--- config.mk ---
export PLATFORM = sky130hd
export DESIGN_NAME = linear_scan_priority_queue
export DESIGN_NICKNAME = d
export VERILOG_FILES = /design/src/design/lsq_pkg.sv /design/src/design/lsq_sequencer.sv /design/src/design/lsq_datapath.sv /design/src/design/linear_scan_priority_queue.sv
export VERILOG_INCLUDE_DIRS = /design/src /design/src/design
export SDC_FILE = /design/constraint.sdc
export NUM_CORES = 1
export LEC_CHECK = 0
export BUFFER_PORTS_ARGS = -buffer_cell sky130_fd_sc_hd__buf_2
export CAP_MARGIN = 30
export CORE_ASPECT_RATIO = 1.25
export CORE_MARGIN = 8
export CORE_UTILIZATION = 55
export DETAILED_ROUTE_END_ITERATION = 6
export PLACE_DENSITY = 0.82
export SLEW_MARGIN = 30
export SYNTH_ARGS = -nofsm -noshare
export SYNTH_HDL_FRONTEND = slang
export SYNTH_SLANG_ARGS = --single-unit
--- constraint.sdc ---
create_clock -name clk -period 4.4 [get_ports clk]
set_input_delay 0.66 -clock clk [delete_from_list [all_inputs] [get_ports clk]]
set_output_delay 0.66 -clock clk [all_outputs]
set_load 0.01 [all_outputs]
--- src/design/linear_scan_priority_queue_defines.svh ---
// ----------------------------------------------------------------------------
// linear_scan_priority_queue assertion macros
// concurrent assertion wrappers, compiled out when ASSERT_OFF is set
// ----------------------------------------------------------------------------
`ifndef LINEAR_SCAN_PRIORITY_QUEUE_DEFINES_SVH
`define LINEAR_SCAN_PRIORITY_QUEUE_DEFINES_SVH

`ifndef ASSERT_OFF
// property that must hold at every edge out of reset
`define LSQ_ASSERT(label, clk, rst_n, prop, msg) \
    label: assert property (@(posedge clk) disable iff (!rst_n) (prop)) else $error(msg);
// same-cycle implication
`define LSQ_ASSERT_IMPL(label, clk, rst_n, ante, cons, msg) \
    label: assert property (@(posedge clk) disable iff (!rst_n) (ante) |-> (cons)) \
        else $error(msg);
`else
`define LSQ_ASSERT(label, clk, rst_n, prop, msg)
`define LSQ_ASSERT_IMPL(label, clk, rst_n, ante, cons, msg)
`endif

`endif

--- src/design/lsq_pkg.sv ---
// ----------------------------------------------------------------------------
// lsq_pkg
// shared sizes, transfer types, status codes and the control program
// ----------------------------------------------------------------------------
`timescale 1ns / 1ps
`default_nettype none

package lsq_pkg;

    // sizes
    localparam int DEPTH     = 16;
    localparam int PRIO_BITS = 8;
    localparam int DATA_BITS = 32;
    localparam int ADDR_W    = (DEPTH > 1) ? $clog2(DEPTH) : 1;
    localparam int FILL_W    = $clog2(DEPTH + 1);
    localparam int IDX_W     = $clog2(DEPTH + 1);
    localparam int STEP_W    = 4;

    // result status codes
    localparam logic [1:0] ST_DONE  = 2'd0;
    localparam logic [1:0] ST_FULL  = 2'd1;
    localparam logic [1:0] ST_EMPTY = 2'd2;

    // request operation codes
    localparam logic MODE_INSERT = 1'b0;
    localparam logic MODE_REMOVE = 1'b1;

    typedef struct packed {
        logic                        mode;
        logic [PRIO_BITS-1:0]        priority_req;
        logic signed [DATA_BITS-1:0] payload;
    } req_t;

    typedef struct packed {
        logic [1:0]                  status;
        logic [PRIO_BITS-1:0]        out_priority;
        logic signed [DATA_BITS-1:0] out_payload;
        logic [FILL_W-1:0]           fill_level;
    } rsp_t;

    // jump conditions
    typedef enum logic [3:0] {
        COND_NEVER,
        COND_ALWAYS,
        COND_NO_REQ,
        COND_REMOVE,
        COND_FULL,
        COND_EMPTY,
        COND_IDX_LT,
        COND_IDX_GE,
        COND_RSP_BLOCKED
    } cond_e;

    typedef enum logic [1:0] {
        IDX_HOLD,
        IDX_ONE,
        IDX_INC,
        IDX_BEST1
    } idx_op_e;

    typedef enum logic [2:0] {
        RES_HOLD,
        RES_DONE,
        RES_FULL,
        RES_EMPTY,
        RES_BEST
    } res_op_e;

    typedef enum logic [1:0] {
        WR_NONE,
        WR_INSERT,
        WR_SHIFT
    } wr_op_e;

    typedef enum logic [1:0] {
        CNT_HOLD,
        CNT_INC,
        CNT_DEC
    } cnt_op_e;

    // one control word
    typedef struct packed {
        cond_e             cond;
        logic [STEP_W-1:0] target;
        logic              take_req;
        logic              rd_zero;
        idx_op_e           idx_op;
        logic              best_init;
        logic              best_cmp;
        res_op_e           res_op;
        wr_op_e            wr_op;
        cnt_op_e           cnt_op;
        logic              rsp_load;
    } ucode_t;

    // datapath flags seen by the sequencer
    typedef struct packed {
        logic no_req;
        logic remove;
        logic full;
        logic empty;
        logic idx_lt_cnt;
        logic rsp_blocked;
    } flags_t;

    // program addresses
    localparam logic [STEP_W-1:0] S_WAIT   = 4'd0;
    localparam logic [STEP_W-1:0] S_DISP   = 4'd1;
    localparam logic [STEP_W-1:0] S_INS    = 4'd2;
    localparam logic [STEP_W-1:0] S_INS_WR = 4'd3;
    localparam logic [STEP_W-1:0] S_FULL   = 4'd4;
    localparam logic [STEP_W-1:0] S_RM     = 4'd5;
    localparam logic [STEP_W-1:0] S_SCAN0  = 4'd6;
    localparam logic [STEP_W-1:0] S_SCAN   = 4'd7;
    localparam logic [STEP_W-1:0] S_PICK   = 4'd8;
    localparam logic [STEP_W-1:0] S_SH_RD  = 4'd9;
    localparam logic [STEP_W-1:0] S_SH_WR  = 4'd10;
    localparam logic [STEP_W-1:0] S_SH_END = 4'd11;
    localparam logic [STEP_W-1:0] S_EMPTY  = 4'd12;
    localparam logic [STEP_W-1:0] S_OUT    = 4'd15;

    // control program; the result step sits at the top so that falling
    // through it wraps back to the wait step
    function automatic ucode_t ucode_word(logic [STEP_W-1:0] step);
        ucode_t w;
        w = '{cond: COND_NEVER, target: S_WAIT, take_req: 1'b0, rd_zero: 1'b0,
              idx_op: IDX_HOLD, best_init: 1'b0, best_cmp: 1'b0, res_op: RES_HOLD,
              wr_op: WR_NONE, cnt_op: CNT_HOLD, rsp_load: 1'b0};
        case (step)
            S_WAIT:
            begin
                w.take_req = 1'b1;
                w.cond     = COND_NO_REQ;
                w.target   = S_WAIT;
            end
            S_DISP:
            begin
                w.cond   = COND_REMOVE;
                w.target = S_RM;
            end
            S_INS:
            begin
                w.cond   = COND_FULL;
                w.target = S_FULL;
            end
            S_INS_WR:
            begin
                w.wr_op  = WR_INSERT;
                w.cnt_op = CNT_INC;
                w.res_op = RES_DONE;
                w.cond   = COND_ALWAYS;
                w.target = S_OUT;
            end
            S_FULL:
            begin
                w.res_op = RES_FULL;
                w.cond   = COND_ALWAYS;
                w.target = S_OUT;
            end
            S_RM:
            begin
                w.cond   = COND_EMPTY;
                w.target = S_EMPTY;
            end
            S_SCAN0:
            begin
                w.rd_zero   = 1'b1;
                w.idx_op    = IDX_ONE;
                w.best_init = 1'b1;
            end
            S_SCAN:
            begin
                w.best_cmp = 1'b1;
                w.idx_op   = IDX_INC;
                w.cond     = COND_IDX_LT;
                w.target   = S_SCAN;
            end
            S_PICK:
            begin
                w.res_op = RES_BEST;
                w.idx_op = IDX_BEST1;
            end
            S_SH_RD:
            begin
                w.cond   = COND_IDX_GE;
                w.target = S_SH_END;
            end
            S_SH_WR:
            begin
                w.wr_op  = WR_SHIFT;
                w.idx_op = IDX_INC;
                w.cond   = COND_ALWAYS;
                w.target = S_SH_RD;
            end
            S_SH_END:
            begin
                w.cnt_op = CNT_DEC;
                w.cond   = COND_ALWAYS;
                w.target = S_OUT;
            end
            S_EMPTY:
            begin
                w.res_op = RES_EMPTY;
                w.cond   = COND_ALWAYS;
                w.target = S_OUT;
            end
            S_OUT:
            begin
                w.rsp_load = 1'b1;
                w.cond     = COND_RSP_BLOCKED;
                w.target   = S_OUT;
            end
            default:
            begin
                w.cond   = COND_ALWAYS;
                w.target = S_WAIT;
            end
        endcase
        return w;
    endfunction

endpackage

`default_nettype wire

--- src/design/lsq_sequencer.sv ---
// ----------------------------------------------------------------------------
// lsq_sequencer
// step counter over the control program with conditional jumps
// ----------------------------------------------------------------------------
`timescale 1ns / 1ps
`default_nettype none

module lsq_sequencer (
    input  wire logic            clk,
    input  wire logic            rst_n,
    input  wire lsq_pkg::flags_t flags,
    output lsq_pkg::ucode_t      ctrl
);

    logic [lsq_pkg::STEP_W-1:0] step_reg;
    logic [lsq_pkg::STEP_W-1:0] step_next;
    logic                       taken;

    // control word lookup
    assign ctrl = lsq_pkg::ucode_word(step_reg);

    // jump condition select
    always_comb
    begin
        case (ctrl.cond)
            lsq_pkg::COND_NEVER:       taken = 1'b0;
            lsq_pkg::COND_ALWAYS:      taken = 1'b1;
            lsq_pkg::COND_NO_REQ:      taken = flags.no_req;
            lsq_pkg::COND_REMOVE:      taken = flags.remove;
            lsq_pkg::COND_FULL:        taken = flags.full;
            lsq_pkg::COND_EMPTY:       taken = flags.empty;
            lsq_pkg::COND_IDX_LT:      taken = flags.idx_lt_cnt;
            lsq_pkg::COND_IDX_GE:      taken = !flags.idx_lt_cnt;
            lsq_pkg::COND_RSP_BLOCKED: taken = flags.rsp_blocked;
            default:                   taken = 1'b1;
        endcase
        step_next = taken ? ctrl.target : step_reg + lsq_pkg::STEP_W'(1);
    end

    // step counter
    always_ff @(posedge clk or negedge rst_n)
    begin
        if (!rst_n)
        begin
            step_reg <= lsq_pkg::S_WAIT;
        end
        else
        begin
            step_reg <= step_next;
        end
    end

endmodule

`default_nettype wire

--- src/design/lsq_datapath.sv ---
// ----------------------------------------------------------------------------
// lsq_datapath
// entry store, scan pointer, running maximum and result register
// ----------------------------------------------------------------------------
`timescale 1ns / 1ps
`default_nettype none

`include "linear_scan_priority_queue_defines.svh"

module lsq_datapath (
    input  wire logic            clk,
    input  wire logic            rst_n,
    input  wire lsq_pkg::ucode_t ctrl,
    output lsq_pkg::flags_t      flags,
    input  wire logic            req_valid,
    input  wire lsq_pkg::req_t   req,
    output logic                 rsp_valid,
    input  wire logic            rsp_stall,
    output lsq_pkg::rsp_t        rsp
);

    localparam int AW = lsq_pkg::ADDR_W;
    localparam int FW = lsq_pkg::FILL_W;
    localparam int IW = lsq_pkg::IDX_W;
    localparam int PW = lsq_pkg::PRIO_BITS;
    localparam int DW = lsq_pkg::DATA_BITS;

    // entry store
    logic [PW-1:0] prio_mem [lsq_pkg::DEPTH];
    logic [DW-1:0] data_mem [lsq_pkg::DEPTH];

    logic [FW-1:0] cnt_reg;
    logic [FW-1:0] cnt_next;
    logic [IW-1:0] idx_reg;
    logic [IW-1:0] idx_next;
    logic          rsp_valid_reg;

    lsq_pkg::req_t req_reg;
    lsq_pkg::rsp_t rsp_reg;

    logic [PW-1:0] rd_prio_reg;
    logic [DW-1:0] rd_data_reg;
    logic [AW-1:0] rd_idx_reg;
    logic [AW-1:0] best_idx_reg;
    logic [PW-1:0] best_prio_reg;
    logic [DW-1:0] best_data_reg;
    logic [1:0]    res_status_reg;
    logic [PW-1:0] res_prio_reg;
    logic [DW-1:0] res_data_reg;

    logic [AW-1:0] rd_addr;
    logic [AW-1:0] wr_addr;
    logic [IW-1:0] idx_minus1;
    logic          wr_en;
    logic          rsp_load;

    // flags for the sequencer
    always_comb
    begin
        flags.no_req      = !req_valid;
        flags.remove      = (req_reg.mode == lsq_pkg::MODE_REMOVE);
        flags.full        = (cnt_reg == FW'(lsq_pkg::DEPTH));
        flags.empty       = (cnt_reg == '0);
        flags.idx_lt_cnt  = (idx_reg < IW'(cnt_reg));
        flags.rsp_blocked = rsp_valid_reg && rsp_stall;
    end

    assign rsp_load = ctrl.rsp_load && !(rsp_valid_reg && rsp_stall);

    // store addressing
    always_comb
    begin
        idx_minus1 = idx_reg - IW'(1);
        rd_addr    = ctrl.rd_zero ? '0 : idx_reg[AW-1:0];
        wr_en      = (ctrl.wr_op != lsq_pkg::WR_NONE);
        case (ctrl.wr_op)
            lsq_pkg::WR_INSERT: wr_addr = cnt_reg[AW-1:0];
            lsq_pkg::WR_SHIFT:  wr_addr = idx_minus1[AW-1:0];
            default:            wr_addr = '0;
        endcase
    end

    // counter and pointer updates
    always_comb
    begin
        case (ctrl.cnt_op)
            lsq_pkg::CNT_INC: cnt_next = cnt_reg + FW'(1);
            lsq_pkg::CNT_DEC: cnt_next = cnt_reg - FW'(1);
            default:          cnt_next = cnt_reg;
        endcase
        case (ctrl.idx_op)
            lsq_pkg::IDX_ONE:   idx_next = IW'(1);
            lsq_pkg::IDX_INC:   idx_next = idx_reg + IW'(1);
            lsq_pkg::IDX_BEST1: idx_next = IW'(best_idx_reg) + IW'(1);
            default:            idx_next = idx_reg;
        endcase
    end

    // store write and registered read
    always_ff @(posedge clk)
    begin
        if (wr_en)
        begin
            if (ctrl.wr_op == lsq_pkg::WR_INSERT)
            begin
                prio_mem[wr_addr] <= req_reg.priority_req;
                data_mem[wr_addr] <= req_reg.payload;
            end
            else
            begin
                prio_mem[wr_addr] <= rd_prio_reg;
                data_mem[wr_addr] <= rd_data_reg;
            end
        end
        rd_prio_reg <= prio_mem[rd_addr];
        rd_data_reg <= data_mem[rd_addr];
        rd_idx_reg  <= rd_addr;
    end

    // control state
    always_ff @(posedge clk or negedge rst_n)
    begin
        if (!rst_n)
        begin
            cnt_reg       <= '0;
            idx_reg       <= '0;
            rsp_valid_reg <= 1'b0;
        end
        else
        begin
            cnt_reg <= cnt_next;
            idx_reg <= idx_next;
            if (rsp_load)
            begin
                rsp_valid_reg <= 1'b1;
            end
            else if (rsp_valid_reg && !rsp_stall)
            begin
                rsp_valid_reg <= 1'b0;
            end
        end
    end

    // request capture, running maximum, result staging
    always_ff @(posedge clk)
    begin
        if (ctrl.take_req && req_valid)
        begin
            req_reg <= req;
        end
        if (ctrl.best_init)
        begin
            best_prio_reg <= '0;
        end
        else if (ctrl.best_cmp && (rd_prio_reg >= best_prio_reg))
        begin
            // newest entry wins a tie
            best_idx_reg  <= rd_idx_reg;
            best_prio_reg <= rd_prio_reg;
            best_data_reg <= rd_data_reg;
        end
        case (ctrl.res_op)
            lsq_pkg::RES_DONE:
            begin
                res_status_reg <= lsq_pkg::ST_DONE;
                res_prio_reg   <= '0;
                res_data_reg   <= '0;
            end
            lsq_pkg::RES_FULL:
            begin
                res_status_reg <= lsq_pkg::ST_FULL;
                res_prio_reg   <= '0;
                res_data_reg   <= '0;
            end
            lsq_pkg::RES_EMPTY:
            begin
                res_status_reg <= lsq_pkg::ST_EMPTY;
                res_prio_reg   <= '0;
                res_data_reg   <= '0;
            end
            lsq_pkg::RES_BEST:
            begin
                res_status_reg <= lsq_pkg::ST_DONE;
                res_prio_reg   <= best_prio_reg;
                res_data_reg   <= best_data_reg;
            end
            default:
            begin
            end
        endcase
        if (rsp_load)
        begin
            rsp_reg.status       <= res_status_reg;
            rsp_reg.out_priority <= res_prio_reg;
            rsp_reg.out_payload  <= res_data_reg;
            rsp_reg.fill_level   <= cnt_reg;
        end
    end

    assign rsp_valid = rsp_valid_reg;
    assign rsp       = rsp_reg;

    // checks
    `LSQ_ASSERT(a_cnt_bound, clk, rst_n, cnt_reg <= FW'(lsq_pkg::DEPTH), "fill count above depth")
    `LSQ_ASSERT_IMPL(a_insert_room, clk, rst_n, ctrl.wr_op == lsq_pkg::WR_INSERT,
        cnt_reg < FW'(lsq_pkg::DEPTH), "insert write into a full store")
    `LSQ_ASSERT_IMPL(a_shift_range, clk, rst_n, ctrl.wr_op == lsq_pkg::WR_SHIFT,
        (idx_reg < IW'(cnt_reg)) && (idx_reg != '0), "shift write outside held entries")
    `LSQ_ASSERT_IMPL(a_empty_fill, clk, rst_n,
        rsp_valid_reg && (rsp_reg.status == lsq_pkg::ST_EMPTY),
        rsp_reg.fill_level == '0, "empty status with entries held")

endmodule

`default_nettype wire

--- src/design/linear_scan_priority_queue.sv ---
// ----------------------------------------------------------------------------
// linear_scan_priority_queue
// bounded max-priority queue in arrival order, served by a microcoded scan
// ----------------------------------------------------------------------------
//
// channel   direction  handshake             payload
// req       in         req_valid/req_stall   lsq_pkg::req_t (mode, priority, data)
// rsp       out        rsp_valid/rsp_stall   lsq_pkg::rsp_t (status, entry, fill)
//
// one request at a time; the sequencer walks the one-read, one-write entry store
// insert, full or empty: dispatch, check and write or status steps, then result step
// remove: the scan loop over all held entries (one read a cycle), then the shift
// loop over the entries behind the best slot (read then write per entry)
// a new request is taken while an earlier result still waits on rsp_stall
// reset clears the fill count and the sequencer; the store holds no reset
//
`timescale 1ns / 1ps
`default_nettype none

module linear_scan_priority_queue (
    input  wire logic          clk,
    input  wire logic          rst_n,
    input  wire logic          req_valid,
    output logic               req_stall,
    input  wire lsq_pkg::req_t req,
    output logic               rsp_valid,
    input  wire logic          rsp_stall,
    output lsq_pkg::rsp_t      rsp
);

    lsq_pkg::ucode_t ctrl;
    lsq_pkg::flags_t flags;

    // program sequencer
    lsq_sequencer u_seq (
        .clk   (clk),
        .rst_n (rst_n),
        .flags (flags),
        .ctrl  (ctrl)
    );

    // store and result datapath
    lsq_datapath u_dp (
        .clk       (clk),
        .rst_n     (rst_n),
        .ctrl      (ctrl),
        .flags     (flags),
        .req_valid (req_valid),
        .req       (req),
        .rsp_valid (rsp_valid),
        .rsp_stall (rsp_stall),
        .rsp       (rsp)
    );

    // request transfer only in the wait step
    assign req_stall = !ctrl.take_req;

endmodule

`default_nettype wire

* Word level (Yosys, flattened, before mapping)
Memory sizes are Yosys's and may differ from the RTL's. A register that Yosys moved wholly into a read port is not among the register bits. Index checks and enable logic that the tools add are counted.
Operators by class: equality and inequality tests 32, $add $sub $neg 6, muxes and demuxes 28, reductions and logical operators 25, magnitude comparators 2, bitwise logic cells 3
Operators with widths (number):
- case mux 8 bit (10 select lines) | 1
- case mux 32 bit (2 select lines) | 1
- equality test 4 x 3 -> 1 bit, second input constant | 8
- 2-to-1 mux 32 bit | 1
- equality test 4 bit, second input constant | 7
- equality test 4 x 2 -> 1 bit, second input constant | 4
- case mux 8 bit (2 select lines) | 1
- case mux 5 bit (3 select lines) | 1
- 2-to-1 mux 1 bit | 12
- case mux 2 bit (3 select lines) | 2
- case mux 3 bit (4 select lines) | 1
- adder 5 x 1 -> 5 bit, second input constant | 2
- case mux 5 bit (2 select lines) | 1
- equality test 2 bit, second input constant | 4
- greater-or-equal comparator 8 bit | 1
- logical NOT 4 bit | 2
- 2-to-1 mux 4 bit | 2
- 2-to-1 mux 8 bit | 1
- case mux 1 bit (8 select lines) | 1
- case mux 2 bit (2 select lines) | 2
- case mux 4 bit (2 select lines) | 1
- nonzero test 2 bit | 4
- equality test 2 x 1 -> 1 bit, second input constant | 3
- equality test 3 x 2 -> 1 bit, second input constant | 2
- other kinds (19) | 31
Storage, ports and cells: register bits after elaboration 193, memories kept 2, input bits 45, logic and storage cells 116, memory bits (writable) 640
Memories:
- u_dp.data_mem | words 16, bits a word 32, rd ports 1, clocked after memory_dff 1, wr ports 1, line lsq_datapath.sv:30 | logic [DW-1:0] data_mem [lsq_pkg::DEPTH];
- u_dp.prio_mem | words 16, bits a word 8, rd ports 1, clocked after memory_dff 1, wr ports 1, line lsq_datapath.sv:29 | logic [PW-1:0] prio_mem [lsq_pkg::DEPTH];

* Logic depth before layout (Yosys ltp)
word-level depth 7, depth in mapped cells 13, mapped depth without buffers 12

* By module
Synthesis repeated with hierarchy kept, for this count alone.
Unflattened totals: cells, all modules 1667, area, all modules 33081.7 um2
Modules (own cells, without submodules):
- lsq_datapath | cells an instance 1583, sequential area each 25519.5 um2, area an instance 32408.6 um2, instances 1
- lsq_sequencer | cells an instance 83, sequential area each 100.1 um2, area an instance 669.4 um2, instances 1
- linear_scan_priority_queue | cells an instance 1, sequential area each 0.0 um2, area an instance 3.8 um2, instances 1

* Least setup slack after synthesis
No wires, ideal clock.
kind register to register, start point register u_dp.rd_prio_reg[0] (read register of u_dp.prio_mem), end point register u_dp.best_data_reg[0] (enable), slack 63 ps, stages on the path, launching flop included 10, clock period less this slack 4337 ps, setup time 474 ps, buffers on the path 1, required time 3926 ps, data arrival time 3862 ps, path through dfxtp_1 inv_1 ha_1 nand2b_1 a21o_1 a21o_1 a211o_1 clkbuf_1 a21oi_1 nor3_1
On the way: longest elaborated chain between the ends 3
RTL lines:
- from (decl) | line lsq_datapath.sv:41 | logic [PW-1:0] rd_prio_reg;
- greater-or-equal comparator 8 bit | line lsq_datapath.sv:155 | else if (ctrl.best_cmp && (rd_prio_reg >= best_prio_reg))
- logical AND 1 bit | line lsq_datapath.sv:155
- AND reduction 2 bit (no line)
- to (signal assigned) | line lsq_datapath.sv:160 | best_data_reg <= rd_data_reg;
- to (decl) | line lsq_datapath.sv:46 | logic [DW-1:0] best_data_reg;
No other way between the ends. A chain may end at the register's enable or synchronous reset.

* Worst setup path in the final report
start point register u_seq.step_reg[3] in the netlist's numbering, end point memory u_dp.data_mem[15][6] in the netlist's numbering (enable)
On the way: longest elaborated chain between the ends 7, elaborated cells between the ends (all ways) 14
RTL lines:
- from (decl) | line lsq_sequencer.sv:15 | logic [lsq_pkg::STEP_W-1:0] step_reg;
- from (signal assigned) | line lsq_sequencer.sv:45 | step_reg <= lsq_pkg::S_WAIT;
- from (signal assigned) | line lsq_sequencer.sv:49 | step_reg <= step_next;
- equality test 4 bit or equality test 4 x 2 -> 1 bit (tied branches) | line lsq_pkg.sv:129 | case (step)
- case mux 2 bit (2 select lines) (*) | line lsq_pkg.sv:129
- equality test 2 x 1 -> 1 bit | line lsq_datapath.sv:76, lsq_datapath.sv:104
- 2-to-1 mux 1 bit | line lsq_datapath.sv:104 | if (ctrl.wr_op == lsq_pkg::WR_INSERT)
- 2-to-1 mux 1 bit | line lsq_datapath.sv:102 | if (wr_en)
- 2-to-1 mux 1 bit, on equally long branches | line lsq_datapath.sv:107, lsq_datapath.sv:112
- bitwise OR 1 bit (no line)
- to (decl) | line lsq_datapath.sv:30
Every way passes the cells marked *; elsewhere a longest branch is shown, timed or not.

==> results_dict.tcl <==
set metrics [dict create \
    yosysMostFrequentCell "edfxtp_1" \
    num_rows 102 \
    synth_area_leader_cell "edfxtp_1" \
    cts_max_path_buffers 3 \
    clk_pin_slew_worst_paths_ps 60 \
    cts_inserted_buffers 80 \
    dp_hpwl_mm 38.7 \
    synthTopCellsByArea "edfxtp_1 (71%), mux2i_1 (4.9%), dfxtp_1 (3.1%)" \
    htreeDepth 3 \
    stdcell_area_mm2 0.0384 \
    setup-violations-final 0 \
    cts_tree "done" \
    grt_max_degree 162 \
    yosys.area.top_type_share 0.713 \
    diodes 0 \
    syn_nets 2112 \
    place.gp.congestion 0.822 \
    multi_input_area_mm2 0.00787 \
    grt_pass1_wl_mm 113 \
    crit_chain "nor2_1, nand2_1, inv_1, ha_1, nand2_1, o21ai_0, nand3_1, nor2_4, buf_12" \
    synth-seq-area-share 0.754 \
    ys_seq_elements 873 \
    largest_reg_flops 512 \
    initial_core_util 0.552 \
    synth_warnings 0 \
    min-delay-start "req[11]" \
    dr.pass1.iters 5 \
    max_freq_mhz 259 \
    die_area_mm2 0.0700 \
    nFillCells 4126 \
    worstReg2RegStart "u_seq.step_reg[3]$_DFF_PN0_" \
    synth_commonest_cells "edfxtp_1 (806), nand2_1 (186), mux2i_1 (166)" \
    drive_gt1_frac 0.171 \
    clock_latency_ps 630 \
    dp_slack_ps 742 \
    slew_headroom 0.415 \
    max_slew.worst_pin.slew_ps 877 \
    worstPathRequired_ps 4700 \
    hp-class "input pin to register" \
    synth_edf_count 806 \
    max_cap_viol_count 0 \
    syn2layout_area_growth_pct 13.1 \
    grt_pass1_vias 19500 \
    dieWidth_um 238 \
    ctsResizeCount 0 \
    power.density_mw_per_mm2 635 \
    reg2reg_to "u_dp.data_mem[15][6]$_DFFE_PP_" \
    setup_ws_ps 539 \
    crit_fanout 29 \
    grt_overflow_total 0 \
    crit_type "register to register" \
    post-cts-setup-buffers 0 \
    wl_mm 74.2 \
    seqCellArea_mm2 0.0256 \
    crit_top_cell "nand2_1" \
    ff2ff_setup_slack_ps 540 \
    placedInstanceArea_mm2 0.0358 \
    fin_crit_sh 0.877 \
    drv_slew 0 \
    setup_tns_ps 0 \
    dr.first_iter.drc_count 1773 \
    vdd_drop_max_v 0.000578 \
    gr-usage-all-layers 0.210 \
    leakagePower_nw 13.2 \
    pin_count 94 \
    cts_hold_buf 1 \
    synth.distinct_cells 57 \
    antenna_found_initial 0 \
    place.port_buffers 93 \
    root_buffer "clkbuf_16" \
    arrival_ps 4160 \
    critPathLaunch "u_seq.step_reg[3]$_DFF_PN0_" \
    synth.cell_area_mm2 0.0340 \
    reg2regPathDepth 9 \
    wl_per_cell_um 24.4 \
    vias 18700 \
    max_stage_delay_ps 640 \
    die_h_um 294 \
    nets 2217 \
    endpoint_kind "register" \
    ant_nets 0 \
    synthesis.area_per_instance_um2 16.6 \
    core-area_mm2 0.0615 \
    ys.flop_type "edfxtp_1" \
    power.total_mw 24.4 \
    endpoint "u_dp.data_mem[15][6]$_DFFE_PP_" \
    slowest_stage "nor2_4" \
    min_period_ps 3860 \
    async_flop_share 0.0172 \
    rsz0062_at_grt "no" \
    cts_sinks 873 \
    synthCells 2040 \
    hold_viol 0 \
    drc 0 \
    status "finished clean" \
    fin_skew_ps 23.7 \
    viasPerCell 6.15 \
    start_kind "register" \
]
layout by cell type, fill, tap and decap left out, drive strengths merged, types with 3 or more instances in the layout:
cell      instances
xor2              3
bufinv            5
a211oi          121
buf             142
xnor2             9
nor3              6
mux4             40
a211o             3
nand3            23
nand2           188
mux2             40
a21oi            54
dfxtp            52
nor2b            83
ha               26
inv              41
o211ai           10
edfxtp          806
mux2i           166
and3b             3
clkinv           27
a311oi           40
o21ai            23
nor2             34
and2             36
a21o              7
a22oi             3
clkbuf          104
a31oi            49
clkinvlp          5
and3             17
nand2b            5
o21a              5
dfrtp            15
metal layers:
layer | up-vias | part of all wire | global-route usage
met3 | 152 | 0.082 | 0.0413
met1 | 9521 | 0.38 | 0.267
met2 | 917 | 0.51 | 0.357
met4 | 0 | 0.028 | 0.0771
met5 | - | 0 | 0
li1 | 8129 | - | -
worst min path at each step:
| stage | endpoint | cells past startpoint |
|---|---|---|
| 2_1_floorplan | u_dp.cnt_reg[0]$_DFFE_PN0P_ | 0 |
| 3_3_place_gp | u_dp.best_idx_reg[2]$_DFFE_PP_ | 0 |
| 3_5_place_dp | u_dp.best_idx_reg[2]$_DFFE_PP_ | 0 |
| 4_1_cts | u_dp.req_reg[11]$_DFFE_PP_ | 1 |
| 5_1_grt | u_dp.req_reg[10]$_DFFE_PP_ | 1 |
| 6_report | u_dp.req_reg[11]$_DFFE_PP_ | 1 |
logic make-up (layout without fill, tap and decap cells):
| logic type | Yosys count | after routing | synth area share |
|---|---|---|---|
| DFF | 873 | 873 | 0.754 |
| and+or+nand+nor | 403 | 403 | 0.0576 |
| AOI/OAI and AO/OA | 326 | 326 | 0.0671 |
| muxes | 246 | 246 | 0.0888 |
| buffers and inverters | 153 | 325 | 0.0189 |
| adders and majority gates | 27 | 27 | 0.0102 |
| xor gates and xnor gates | 12 | 12 | 0.00309 |
critical path: cells and delay by family (launching register included):
| kind | cells | cell delay, ps |
|---|---|---|
| AOI/OAI and AO/OA | 1 | 240 |
| adders and majority gates | 1 | 240 |
| buffers and inverters | 2 | 510 |
| DFF | 1 | 590 |
| and+or+nand+nor | 5 | 1950 |
area by class of cell:
cell class / instances / share of cell area
flip-flops and latches: 873 / 0.667
multi-input cells: 1014 / 0.205
clock buffers: 104 / 0.0566
repair buffers: 143 / 0.0293
well taps: 832 / 0.0271
clock inverters: 45 / 0.0114
inverters: 33 / 0.00336
power by group:
part / leakage [nW] / internal [mW] / switching, mW
registers: 7.90 / 10.3 / 0.415
clock network: 1.28 / 3.85 / 3.04
logic: 4.06 / 2.50 / 4.22
total: 13.2 / 16.7 / 7.67
stage by stage:
| stage | utilization | hold slack, ps | instances |
|---|---|---|---|
| floorplan | - | 364 | 2040 |
| global placement | 0.580 | 387 | 2890 |
| detailed placement | 0.581 | 389 | 2894 |
| CTS | 0.624 | 180 | 3044 |
| global route | 0.624 | 190 | 3044 |
| finish | 0.624 | 207 | 3044 |
(Power assumes the default switching activity.)
